==> src/hw/rtl/urep_pkg.sv <==
`timescale 1ns / 1ps
package urep_pkg;

    localparam int Q_DEPTH = 2;
    localparam int Q_AW    = $clog2(Q_DEPTH);
    localparam int WIN     = 4;

    typedef logic [2:0] t_len;

    localparam t_len LEN_BAD   = 3'd0;
    localparam t_len LEN_ASCII = 3'd1;

    localparam logic [7:0] REPL_B0 = 8'hEF;
    localparam logic [7:0] REPL_B1 = 8'hBF;
    localparam logic [7:0] REPL_B2 = 8'hBD;

    typedef struct packed {
        logic [7:0] data;
        logic       text_end;
        t_len       len;
    } t_item;

    function automatic t_len lead_len(input logic [7:0] b);
        t_len l;
        if (b < 8'h80) begin
            l = LEN_ASCII;
        end else if (b >= 8'hC2 && b <= 8'hDF) begin
            l = 3'd2;
        end else if (b >= 8'hE0 && b <= 8'hEF) begin
            l = 3'd3;
        end else if (b >= 8'hF0 && b <= 8'hF4) begin
            l = 3'd4;
        end else begin
            l = LEN_BAD;
        end
        return l;
    endfunction

    function automatic logic is_tail(input logic [7:0] b);
        return b[7:6] == 2'b10;
    endfunction

    // judge a complete multi-byte sequence of length 2..4
    function automatic logic seq_ok(input logic [7:0] b0, input logic [7:0] b1,
                                    input logic [7:0] b2, input logic [7:0] b3,
                                    input t_len len);
        logic [7:0]  lo;
        logic [7:0]  hi;
        logic [15:0] cp3;
        logic [15:0] cp4;
        logic        rng;
        logic        ok;
        lo = 8'h80;
        hi = 8'hBF;
        if (b0 == 8'hE0) begin
            lo = 8'hA0;
        end else if (b0 == 8'hED) begin
            hi = 8'h9F;
        end else if (b0 == 8'hF0) begin
            lo = 8'h90;
        end else if (b0 == 8'hF4) begin
            hi = 8'h8F;
        end
        rng = (b1 >= lo) && (b1 <= hi);
        cp3 = {b0[3:0], b1[5:0], b2[5:0]};
        cp4 = {b1[3:0], b2[5:0], b3[5:0]};
        if (len == 3'd2) begin
            ok = is_tail(b1);
        end else if (len == 3'd3) begin
            // noncharacters fdd0..fdef and fffe/ffff are rejected
            ok = rng && is_tail(b2) && !(cp3 >= 16'hFFFE ||
                 (cp3 >= 16'hFDD0 && cp3 <= 16'hFDEF));
        end else begin
            ok = rng && is_tail(b2) && is_tail(b3) && (cp4 < 16'hFFFE);
        end
        return ok;
    endfunction

endpackage

==> src/hw/rtl/urep_if.sv <==
`timescale 1ns / 1ps
interface urep_in_if;
    logic       valid;
    logic       ready;
    logic [7:0] in_byte;
    logic       text_end;

    modport source (output valid, output in_byte, output text_end, input ready);
    modport sink (input valid, input in_byte, input text_end, output ready);
endinterface

interface urep_out_if;
    logic       valid;
    logic       ready;
    logic [7:0] out_byte;
    logic       was_replaced;
    logic       run_last;

    modport source (output valid, output out_byte, output was_replaced,
                    output run_last, input ready);
    modport sink (input valid, input out_byte, input was_replaced,
                  input run_last, output ready);
endinterface

==> src/hw/rtl/urep_front.sv <==
`timescale 1ns / 1ps
module urep_front (
    urep_in_if.sink       i_in,
    input  logic          i_q_ready,
    output logic          o_q_push,
    output urep_pkg::t_item o_q_item
);
    import urep_pkg::*;

    assign i_in.ready        = i_q_ready;
    assign o_q_push          = i_in.valid && i_q_ready;
    assign o_q_item.data     = i_in.in_byte;
    assign o_q_item.text_end = i_in.text_end;
    // classify the lead byte once on entry
    assign o_q_item.len      = lead_len(i_in.in_byte);

endmodule

==> src/hw/rtl/urep_fifo.sv <==
`timescale 1ns / 1ps
module urep_fifo (
    input  logic            i_clk,
    input  logic            i_rst_n,
    input  logic            i_push,
    input  urep_pkg::t_item i_item,
    output logic            o_ready,
    input  logic            i_pop,
    output logic            o_valid,
    output urep_pkg::t_item o_item
);
    import urep_pkg::*;

    t_item           r_mem [Q_DEPTH];
    logic [Q_AW-1:0] r_wr;
    logic [Q_AW-1:0] r_rd;
    logic [Q_AW:0]   r_cnt;

    assign o_ready = r_cnt != (Q_AW + 1)'(Q_DEPTH);
    assign o_valid = r_cnt != '0;
    assign o_item  = r_mem[r_rd];

    always_ff @(posedge i_clk) begin
        if (i_push) begin
            r_mem[r_wr] <= i_item;
        end
    end

    always_ff @(posedge i_clk) begin
        if (!i_rst_n) begin
            r_wr  <= '0;
            r_rd  <= '0;
            r_cnt <= '0;
        end else begin
            if (i_push) begin
                r_wr <= r_wr + 1'b1;
            end
            if (i_pop) begin
                r_rd <= r_rd + 1'b1;
            end
            case ({i_push, i_pop})
                2'b10:   r_cnt <= r_cnt + 1'b1;
                2'b01:   r_cnt <= r_cnt - 1'b1;
                default: r_cnt <= r_cnt;
            endcase
        end
    end

endmodule

==> src/hw/rtl/urep_back.sv <==
`timescale 1ns / 1ps
module urep_back (
    input  logic            i_clk,
    input  logic            i_rst_n,
    input  logic            i_q_valid,
    input  urep_pkg::t_item i_q_item,
    output logic            o_q_pop,
    urep_out_if.source      o_out
);
    import urep_pkg::*;

    localparam logic [1:0] ST_LOAD  = 2'd0;
    localparam logic [1:0] ST_JUDGE = 2'd1;
    localparam logic [1:0] ST_PASS  = 2'd2;
    localparam logic [1:0] ST_REPL  = 2'd3;

    logic [1:0] r_state, n_state;
    logic [7:0] r_wb [WIN];
    logic [7:0] n_wb [WIN];
    t_len       r_wl [WIN];
    t_len       n_wl [WIN];
    logic [2:0] r_n, n_n;
    logic       r_end, n_end;
    logic [1:0] r_pass, n_pass;
    logic       r_rep, n_rep;

    logic       r_out_valid;
    logic [7:0] r_out_byte;
    logic       r_out_repl;
    logic       r_out_last;

    logic       adv;
    logic       emit;
    logic [7:0] e_byte;
    logic       e_repl;
    logic       e_last;
    logic       shift;
    logic [2:0] n_minus1;
    logic       w0_wait;
    logic       w0_ok;
    logic       w1_wait;
    logic       more1;

    assign adv      = !r_out_valid || o_out.ready;
    assign n_minus1 = r_n - 3'd1;
    assign w0_wait  = (r_wl[0] != LEN_BAD) && (r_wl[0] > r_n);
    assign w0_ok    = (r_wl[0] != LEN_BAD) && !w0_wait &&
                      seq_ok(r_wb[0], r_wb[1], r_wb[2], r_wb[3], r_wl[0]);
    // would the byte behind the head give a result after a one-byte shift
    assign w1_wait  = (r_wl[1] != LEN_BAD) && (r_wl[1] > n_minus1) && !r_end;
    assign more1    = (r_n > 3'd1) && !w1_wait;

    always_comb begin
        n_state = r_state;
        n_wb    = r_wb;
        n_wl    = r_wl;
        n_n     = r_n;
        n_end   = r_end;
        n_pass  = r_pass;
        n_rep   = r_rep;
        emit    = 1'b0;
        e_byte  = r_wb[0];
        e_repl  = 1'b0;
        e_last  = 1'b0;
        shift   = 1'b0;
        o_q_pop = 1'b0;
        unique case (r_state)
            ST_LOAD: begin
                if (i_q_valid) begin
                    o_q_pop            = 1'b1;
                    n_wb[r_n[1:0]]     = i_q_item.data;
                    n_wl[r_n[1:0]]     = i_q_item.len;
                    n_n                = r_n + 3'd1;
                    n_end              = i_q_item.text_end;
                    n_state            = ST_JUDGE;
                end
            end
            ST_JUDGE: begin
                if (r_n == 3'd0) begin
                    n_state = ST_LOAD;
                end else if (r_wl[0] == LEN_ASCII) begin
                    if (adv) begin
                        emit    = 1'b1;
                        shift   = 1'b1;
                        e_last  = !more1;
                        n_state = more1 ? ST_JUDGE : ST_LOAD;
                    end
                end else if (w0_wait && !r_end) begin
                    n_state = ST_LOAD;
                end else if (w0_ok) begin
                    if (adv) begin
                        emit    = 1'b1;
                        shift   = 1'b1;
                        n_pass  = 2'(r_wl[0] - 3'd1);
                        n_state = ST_PASS;
                    end
                end else begin
                    if (adv) begin
                        emit    = 1'b1;
                        e_byte  = REPL_B0;
                        e_repl  = 1'b1;
                        n_rep   = 1'b0;
                        n_state = ST_REPL;
                    end
                end
            end
            ST_PASS: begin
                if (adv) begin
                    emit   = 1'b1;
                    shift  = 1'b1;
                    n_pass = r_pass - 2'd1;
                    if (r_pass == 2'd1) begin
                        e_last  = !more1;
                        n_state = more1 ? ST_JUDGE : ST_LOAD;
                    end
                end
            end
            ST_REPL: begin
                if (adv) begin
                    emit   = 1'b1;
                    e_repl = 1'b1;
                    if (!r_rep) begin
                        e_byte = REPL_B1;
                        n_rep  = 1'b1;
                    end else begin
                        e_byte  = REPL_B2;
                        shift   = 1'b1;
                        e_last  = !more1;
                        n_rep   = 1'b0;
                        n_state = more1 ? ST_JUDGE : ST_LOAD;
                    end
                end
            end
            default: n_state = ST_LOAD;
        endcase
        if (shift) begin
            for (int i = 0; i < WIN - 1; i++) begin
                n_wb[i] = r_wb[i+1];
                n_wl[i] = r_wl[i+1];
            end
            n_n = n_minus1;
        end
    end

    always_ff @(posedge i_clk) begin
        r_wb   <= n_wb;
        r_wl   <= n_wl;
        r_end  <= n_end;
        r_pass <= n_pass;
        r_rep  <= n_rep;
        if (adv && emit) begin
            r_out_byte <= e_byte;
            r_out_repl <= e_repl;
            r_out_last <= e_last;
        end
    end

    always_ff @(posedge i_clk) begin
        if (!i_rst_n) begin
            r_state     <= ST_LOAD;
            r_n         <= '0;
            r_out_valid <= 1'b0;
        end else begin
            r_state <= n_state;
            r_n     <= n_n;
            if (adv) begin
                r_out_valid <= emit;
            end
        end
    end

    assign o_out.valid        = r_out_valid;
    assign o_out.out_byte     = r_out_byte;
    assign o_out.was_replaced = r_out_repl;
    assign o_out.run_last     = r_out_last;

    a_win_bound: assert property (@(posedge i_clk) disable iff (!i_rst_n)
        r_n <= 3'd4)
        else $error("window count out of range");

    a_load_room: assert property (@(posedge i_clk) disable iff (!i_rst_n)
        (r_state == ST_LOAD) |-> (r_n <= 3'd3))
        else $error("no room to load a byte");

    a_pass_cnt: assert property (@(posedge i_clk) disable iff (!i_rst_n)
        (r_state == ST_PASS) |-> (r_pass != 2'd0) && (r_n != 3'd0))
        else $error("pass-through with nothing left");

    a_repl_bytes: assert property (@(posedge i_clk) disable iff (!i_rst_n)
        (r_out_valid && r_out_repl) |->
        (r_out_byte == REPL_B0 || r_out_byte == REPL_B1 || r_out_byte == REPL_B2))
        else $error("replacement flag on a foreign byte");

    a_emit_pop: assert property (@(posedge i_clk) disable iff (!i_rst_n)
        !(emit && o_q_pop))
        else $error("load and emit in one cycle");

endmodule

==> src/hw/rtl/utf8_invalid_byte_replacer_top.sv <==
`timescale 1ns / 1ps
// path: an accepted byte goes through the queue, is loaded into the window in the load state and is
// judged in the judge state; each result byte is registered at the output in its own step, and a
// byte that leaves a sequence incomplete gets a judge step with no result before the next load
// no byte is loaded while a result is emitted, and the output holding off stalls every emit step
// reset: synchronous active low, clears the queue, held byte count and output valid
module utf8_invalid_byte_replacer_top (
    input  logic        i_clk,
    input  logic        i_rst_n,
    urep_in_if.sink     i_in,
    urep_out_if.source  o_out
);
    import urep_pkg::*;

    logic  q_push;
    logic  q_ready;
    logic  q_pop;
    logic  q_valid;
    t_item q_in;
    t_item q_out;

    urep_front u_front (
        .i_in      (i_in),
        .i_q_ready (q_ready),
        .o_q_push  (q_push),
        .o_q_item  (q_in)
    );

    urep_fifo u_fifo (
        .i_clk   (i_clk),
        .i_rst_n (i_rst_n),
        .i_push  (q_push),
        .i_item  (q_in),
        .o_ready (q_ready),
        .i_pop   (q_pop),
        .o_valid (q_valid),
        .o_item  (q_out)
    );

    urep_back u_back (
        .i_clk     (i_clk),
        .i_rst_n   (i_rst_n),
        .i_q_valid (q_valid),
        .i_q_item  (q_out),
        .o_q_pop   (q_pop),
        .o_out     (o_out)
    );

endmodule

==> src/flat_wrapper.sv <==
// flat-port wrapper written by rule: the top's interface ports become plain ports
module utf8_invalid_byte_replacer_top_flat import urep_pkg::*;
  (i_clk, i_rst_n, i_in_valid, i_in_in_byte, i_in_text_end, i_in_ready, o_out_valid, o_out_out_byte, o_out_was_replaced, o_out_run_last, o_out_ready);
  urep_in_if i_in_i ();
  urep_out_if o_out_i ();
  input  logic i_clk;
  input  logic i_rst_n;
  input wire logic [$bits(i_in_i.valid)-1:0] i_in_valid;
  input wire logic [$bits(i_in_i.in_byte)-1:0] i_in_in_byte;
  input wire logic [$bits(i_in_i.text_end)-1:0] i_in_text_end;
  output wire logic [$bits(i_in_i.ready)-1:0] i_in_ready;
  output wire logic [$bits(o_out_i.valid)-1:0] o_out_valid;
  output wire logic [$bits(o_out_i.out_byte)-1:0] o_out_out_byte;
  output wire logic [$bits(o_out_i.was_replaced)-1:0] o_out_was_replaced;
  output wire logic [$bits(o_out_i.run_last)-1:0] o_out_run_last;
  input wire logic [$bits(o_out_i.ready)-1:0] o_out_ready;
  assign i_in_i.valid = i_in_valid;
  assign i_in_i.in_byte = i_in_in_byte;
  assign i_in_i.text_end = i_in_text_end;
  assign i_in_ready = i_in_i.ready;
  assign o_out_valid = o_out_i.valid;
  assign o_out_out_byte = o_out_i.out_byte;
  assign o_out_was_replaced = o_out_i.was_replaced;
  assign o_out_run_last = o_out_i.run_last;
  assign o_out_i.ready = o_out_ready;
  utf8_invalid_byte_replacer_top u_core (.i_clk(i_clk), .i_rst_n(i_rst_n), .i_in(i_in_i), .o_out(o_out_i));
endmodule
==> config.mk <==
export PLATFORM = sky130hd
export DESIGN_NAME = utf8_invalid_byte_replacer_top_flat
export DESIGN_NICKNAME = d
export VERILOG_FILES = /design/src/hw/rtl/urep_pkg.sv /design/src/hw/rtl/urep_if.sv /design/src/hw/rtl/urep_front.sv /design/src/hw/rtl/urep_fifo.sv /design/src/hw/rtl/urep_back.sv /design/src/hw/rtl/utf8_invalid_byte_replacer_top.sv /design/src/flat_wrapper.sv
export SDC_FILE = /design/constraint.sdc
export NUM_CORES = 1
export LEC_CHECK = 0
export BUFFER_PORTS_ARGS = -buffer_cell sky130_fd_sc_hd__buf_2
export CAP_MARGIN = 0
export CORE_UTILIZATION = 50
export DETAILED_ROUTE_END_ITERATION = 8
export PLACE_DENSITY = 0.67
export REMOVE_ABC_BUFFERS = 1
export SYNTH_ARGS = -nofsm -noshare
export SYNTH_HDL_FRONTEND = slang
export SYNTH_HIERARCHICAL = 1
export SYNTH_SLANG_ARGS = --single-unit
==> constraint.sdc <==
create_clock -name i_clk -period 5.2 [get_ports i_clk]
set_input_delay 1.04 -clock i_clk [delete_from_list [all_inputs] [get_ports i_clk]]
set_output_delay 1.04 -clock i_clk [all_outputs]
set_load 0.1 [all_outputs]
# Yosys cells after proc, flatten, opt, wreduce, memory -nomap -nowiden
# Memories as Yosys holds them, arrays and structs flattened. A register that Yosys moved wholly into a read port is not among the register bits.
# Cells that the tools add are included.
totals:
  register_bits: 68
  latchBits: 0
  ram_bits: 24
  rom_bits: 0
  input_bits: 13
  output_inout_bits: 12
  mem_count: 1
classes:
  add_sub_neg: 8
  multipliers: 0
  div: 0
  magnitude_cmp: 18
  n_eq_ne: 30
  shift: 0
  n_mux: 97
  bitwise_logic: 1
  n_reduce_logical: 43
memory_table:
  columns: ["name", "depth", "word_bits", "read_ports", "rd_clocked_by_memory_dff", "wr", "line", "source"]
  rows:
  - ["u_core.u_fifo.r_mem", 2, 12, 1, 1, 1, "urep_fifo.sv:14", "t_item r_mem [Q_DEPTH];"]
ops:
  columns: ["cell", "n"]
  rows:
  - ["32-bit 2-to-1 mux", 2]
  - ["8-bit 2-to-1 mux", 7]
  - ["2-bit 2-to-1 mux", 19]
  - ["1-bit 2-to-1 mux", 37]
  - ["32-bit bitwise mux", 1]
  - ["8-bit == test, second input constant", 4]
  - ["16-bit greater-or-equal comparator, second input constant", 2]
  - ["6-bit 2-to-1 mux", 5]
  - ["8-bit greater-or-equal comparator, second input constant", 3]
  - ["8-bit <= comparator, second input constant", 3]
  - ["12-bit 2-to-1 mux", 2]
  - ["24-bit 2-to-1 mux", 1]
  - ["3-bit 2-to-1 mux", 8]
  - ["2-bit != test, second input constant", 11]
  - ["7-bit AND reduction", 3]
  - ["1-bit logical AND", 19]
  - ["8-bit demux with 2-bit select", 1]
  - ["16-bit <= comparator, second input constant", 1]
  - ["16-bit < comparator, second input constant", 1]
  - ["8-bit one-hot mux with 2 select lines", 1]
  - ["12-bit bitwise mux", 1]
  - ["2-bit == test, second input constant", 6]
  - ["2-bit nonzero test", 6]
  - ["5-bit 2-to-1 mux", 2]
  - ["other kinds (31)", 51]

# Logic depth before layout (Yosys ltp)
depth:
  word_depth: 20
  mapped_depth: 13

# Cells and area by module
# The synthesis kept the hierarchy.
modules_own_cells:
  columns: ["module", "instances", "cells_each", "area_per_inst_um2", "seq_area_each_um2"]
  rows:
  - ["urep_back", 1, 293, 3473.3, 1861.8]
  - ["urep_fifo", 1, 59, 1077.3, 820.8]
  - ["urep_front", 1, 20, 136.4, 0.0]

# Least setup slack after synthesis
# Ideal clock, no wire load.
synth_path:
  path_kind: "register to register"
  startpoint: "register u_core/u_back/r_wb[25] (netlist name)"
  endpoint: "register u_core/u_back/r_wb[10] (netlist name), enable pin"
  setup_time_ns: 0.279
  t_arrival_ns: 2.630
  t_required_ns: 4.921
  slack_ns: 2.291
  stages_incl_launch_ff: 12
  path_buffers: 1
  path_cell_list: "edfxtp_1 and4b_1 nand2_1 or3_1 ha_1 nor2b_1 a2111oi_4 a221oi_2 and4_4 a21o_1 buf_6 or2_2"
synth_via:
  elab_chain_len: 20
  word_cells_on_any_way: 35
  classes_between: "order compare: 5; eq/ne: 4; mux: 14; reduce/logical: 12"
synth_lines:
  columns: ["item", "line", "source"]
  rows:
  - ["start: declaration", "urep_back.sv:18", "logic [7:0] r_wb [WIN];"]
  - ["start signal: assignment", "urep_back.sv:146", "r_wb <= n_wb;"]
  - ["8-bit == test", "urep_pkg.sv:61", "end else if (b0 == 8'hF4) begin"]
  - ["6-bit 2-to-1 mux", "urep_pkg.sv:61", null]
  - ["6-bit 2-to-1 mux", "urep_pkg.sv:59", "end else if (b0 == 8'hF0) begin"]
  - ["6-bit 2-to-1 mux", "urep_pkg.sv:57", "end else if (b0 == 8'hED) begin"]
  - ["6-bit 2-to-1 mux", "urep_pkg.sv:55", "if (b0 == 8'hE0) begin"]
  - ["8-bit <= comparator", "urep_pkg.sv:64", "rng = (b1 >= lo) && (b1 <= hi);"]
  - ["1-bit logical AND", "urep_pkg.sv:64", null]
  - ["1-bit logical AND", "urep_pkg.sv:71, urep_pkg.sv:74", null]
  - ["[... 4 more ...]", null, null]
  - ["1-bit logical AND (*)", "urep_back.sv:47", "assign w0_ok = (r_wl[0] != LEN_BAD) && !w0_wait &&"]
  - ["1-bit 2-to-1 mux (*)", "urep_back.sv:90", "end else if (w0_ok) begin"]
  - ["1-bit 2-to-1 mux (*)", "urep_back.sv:88", "end else if (w0_wait && !r_end) begin"]
  - ["1-bit 2-to-1 mux (*)", "urep_back.sv:81", "end else if (r_wl[0] == LEN_ASCII) begin"]
  - ["1-bit 2-to-1 mux (*)", "urep_back.sv:79", "if (r_n == 3'd0) begin"]
  - ["1-bit one-hot mux with 3 select lines (*)", "urep_back.sv:67", "unique case (r_state)"]
  - ["2-bit nonzero test (no source line)", null, null]
  - ["2-bit AND reduction (no source line) (*)", null, null]
# Every way passes the cells marked *; elsewhere a longest branch is shown, timed or not.
# A chain may end at the register's enable or synchronous reset.

# Worst setup path in the final report
layout_path:
  startpoint: "register u_core/u_back/r_wb[25] (netlist name)"
  endpoint: "register u_core/u_back/r_wb[25] (netlist name), enable pin"
# Same word-level chain as after synthesis.

==> flow_metrics.env <==
export IMPL_finalCritPeriodShare_pct=68.9
export IMPL_h_tree_depth=3
export IMPL_synth_top_flop_cell="edfxtp_1"
export IMPL_holdCritPathClass="register to register"
export IMPL_cts_tree="yes"
export IMPL_yosys_warnings=6
export IMPL_rows=34
export IMPL_clkLatencyLatePin_ps=350
export IMPL_port_buffers=24
export IMPL_required_ps=5240
export IMPL_ctsRootBufferMaster="clkbuf_8"
export IMPL_synth_area_top_cells="edfxtp_1, a22o_1, ha_1, dfxtp_1, mux2_1"
export IMPL_clk_pin_slew_worst_paths_ps=100
export IMPL_antenna_cells_inserted=0
export IMPL_design_area_sq_mm=0.00496
export IMPL_p_per_area_mw_per_mm2=541
export IMPL_viasPerCell=5.84
export IMPL_critical_path_class="register to register"
export IMPL_cts_made_buffers=9
export IMPL_drv_slew=0
export IMPL_post_drt_wl_per_cell_um=16.5
export IMPL_dp_hpwl_um=6060
export IMPL_synth_cell_area_sq_mm=0.00469
export IMPL_status="complete, no violations"
export IMPL_dieHeight_um=98.8
export IMPL_slew_headroom_pct=24.6
export IMPL_utilization_pct=55.8
export IMPL_synth_cell_types=61
export IMPL_start_util_pct=52.7
export IMPL_cts_sinks=93
export IMPL_synthesis_instances=372
export IMPL_timing_setup_tns_ps=0
export IMPL_synth_enable_flop_cells=82
export IMPL_cp_arrival_ps=3630
export IMPL_synth_area_per_cell_sq_um=12.6
export IMPL_synth_async_reset_ratio_pct=0
export IMPL_fmax_mhz=279
export IMPL_drt_pass1_iterations=4
export IMPL_ys_seq_area_share_pct=57.2
export IMPL_ant_nets=0
export IMPL_max_slew_worst_pin_slew_ps=1130
export IMPL_mostFrequentLayoutCells="edfxtp_1, a22o_1, buf_2, nand2_1, ha_1"
export IMPL_clock_path_buffers=2
export IMPL_synth_top_area_cell="edfxtp_1"
export IMPL_setup_viol=0
export IMPL_drive_gt1_share_pct=15.6
export IMPL_vias=2914
export IMPL_num_io_pins=25
export IMPL_track_usage_pct=18.0
export IMPL_grt_pass1_vias=2841
export IMPL_finalHoldViolations=0
export IMPL_vdd_ir_drop_worst_mv=0.217
export IMPL_drtIter0Drc=208
export IMPL_holdBufCountCts=0
export IMPL_fin_worst_skew_ps=12.8
export IMPL_cp_start_kind="register"
export IMPL_drc=0
export IMPL_post_cts_setup_buffers=0
export IMPL_die_area_sq_mm=0.00977
export IMPL_gp_congestion=0.864
export IMPL_grt_pass1_wl_um=13600
export IMPL_worstSetupEndpointType="register"
export IMPL_drv_cap=0
export IMPL_die_x_um=98.8
export IMPL_synth_seq_cells=93
export IMPL_grt_start_max_net_pins=26
export IMPL_area_growth_pct=5.87
export IMPL_crit_fanout=25
export IMPL_nets=420
export IMPL_r2r_setup_slack_ps=1610
export IMPL_coreArea_sq_mm=0.00889
export IMPL_rsz0062_at_grt="no"
export IMPL_synth_top_area_share_pct=52.5
export IMPL_grt_ovfl_total=0
export IMPL_place_area_sq_mm=0.00477
export IMPL_fin_crit_ps=3590
export IMPL_leakagePower_nw=1.84
export IMPL_post_cts_resized=0
export IMPL_antenna_found_initial=0
export IMPL_final_common_cell="edfxtp_1"
export IMPL_wl_um=8220
==> layout make-up <==
type	instances	area (sq um)
Clock buffer	9	124
Fill cell	733	3930
Inverter	16	60.1
Sequential cell	93	2680
Tap cell	108	135
Clock inverter	7	66.3
Timing Repair Buffer	25	128
Multi-Input combinational cell	241	1770
==> layer usage <==
layer	GRT usage, %	routed length (um)	part of all wire (%)	vias to the layer above
met3	2.98	369	4.5	15
li1	-	-	-	1438
met4	7.46	178	2.2	0
met1	22.9	3690	45	1380
met5	0	0	0	-
met2	30.6	3980	48	81
==> report_power, final <==
part           switching, mW  total [mW]  internal, mW  leakage [nW]
combinational          0.682        1.01         0.331         0.892
sequential             0.143        1.22          1.07         0.854
clock                  0.270       0.454         0.185        0.0949
total                   1.09        2.68          1.59          1.84
==> Yosys cell counts, types with 7 or more instances <==
| cell type | number |
|---|---|
| a21oi_1 | 15 |
| a22o_1 | 31 |
| and3_1 | 7 |
| buf_4 | 10 |
| clkbuf_1 | 7 |
| dfxtp_1 | 11 |
| edfxtp_1 | 82 |
| ha_1 | 21 |
| inv_1 | 15 |
| mux2_1 | 10 |
| nand2_1 | 22 |
| nand2b_1 | 10 |
| nand3_1 | 13 |
| nor2_1 | 18 |
| nor2b_1 | 10 |
| o21ai_0 | 10 |
==> logic make-up after synthesis <==
kind of cell    synth area share [%]
simple gates                    13.7
flops                           57.2
compound gates                  14.1
buf+inv                         5.07
fa+ha+maj                       5.61
mux                             3.52
xor+xnor                       0.748
==> final timing paths <==
| path | from | cells after the start | to |
|---|---|---|---|
| hold reg to reg | u_core/u_fifo/r_cnt[1] | 2 | u_core/u_fifo/r_cnt[1] |
| setup reg to reg | u_core/u_back/r_wb[25] | 10 | u_core/u_back/r_wb[25] |
| setup / recovery | u_core/u_back/r_wb[25] | 10 | u_core/u_back/r_wb[25] |
| hold / removal | u_core/u_fifo/r_cnt[1] | 2 | u_core/u_fifo/r_cnt[1] |
==> through the flow <==
step                      std cells  hold WS, ps  worst slack [ps]  power (mW)
after CTS                       499          527              1610        2.70
final                           499          523              1610        2.68
after detailed placement        483          513              1620        2.24
after floorplan                 350          465              1830        2.00
after global placement          483          480              1700        2.22
after global routing            499          548              1390        2.85
==> registers in the layout, indices dropped and copies added, names as in the netlist, named ones only <==
register                          cells
u_core/u_fifo/r_rd                    1
u_core/u_back/r_pass                  2
u_core/u_fifo/r_mem                  24
u_core/u_back/r_wl                   12
u_core/u_fifo/r_cnt                   2
u_core/u_fifo/r_wr                    1
u_core/u_back/r_end                   1
u_core/u_back/r_state                 2
u_core/u_back/o_out.run_last          1
u_core/u_back/o_out.valid             1
u_core/u_back/o_out.out_byte          8
u_core/u_back/o_out.was_replaced      1
u_core/u_back/r_rep                   1
u_core/u_back/r_n                     3
u_core/u_back/r_wb                   32
==> critical path, stage by stage, from the launching register on <==
cell and delay, ps:
edfxtp_1 420, and4b_1 280, nand2_1 80, or3_1 330, ha_1 300, nor2b_1 230
a2111oi_4 50, a221oi_2 300, and4_4 280, a21o_1 610, or2_2 390
Power figures use the tool's default switching activity.
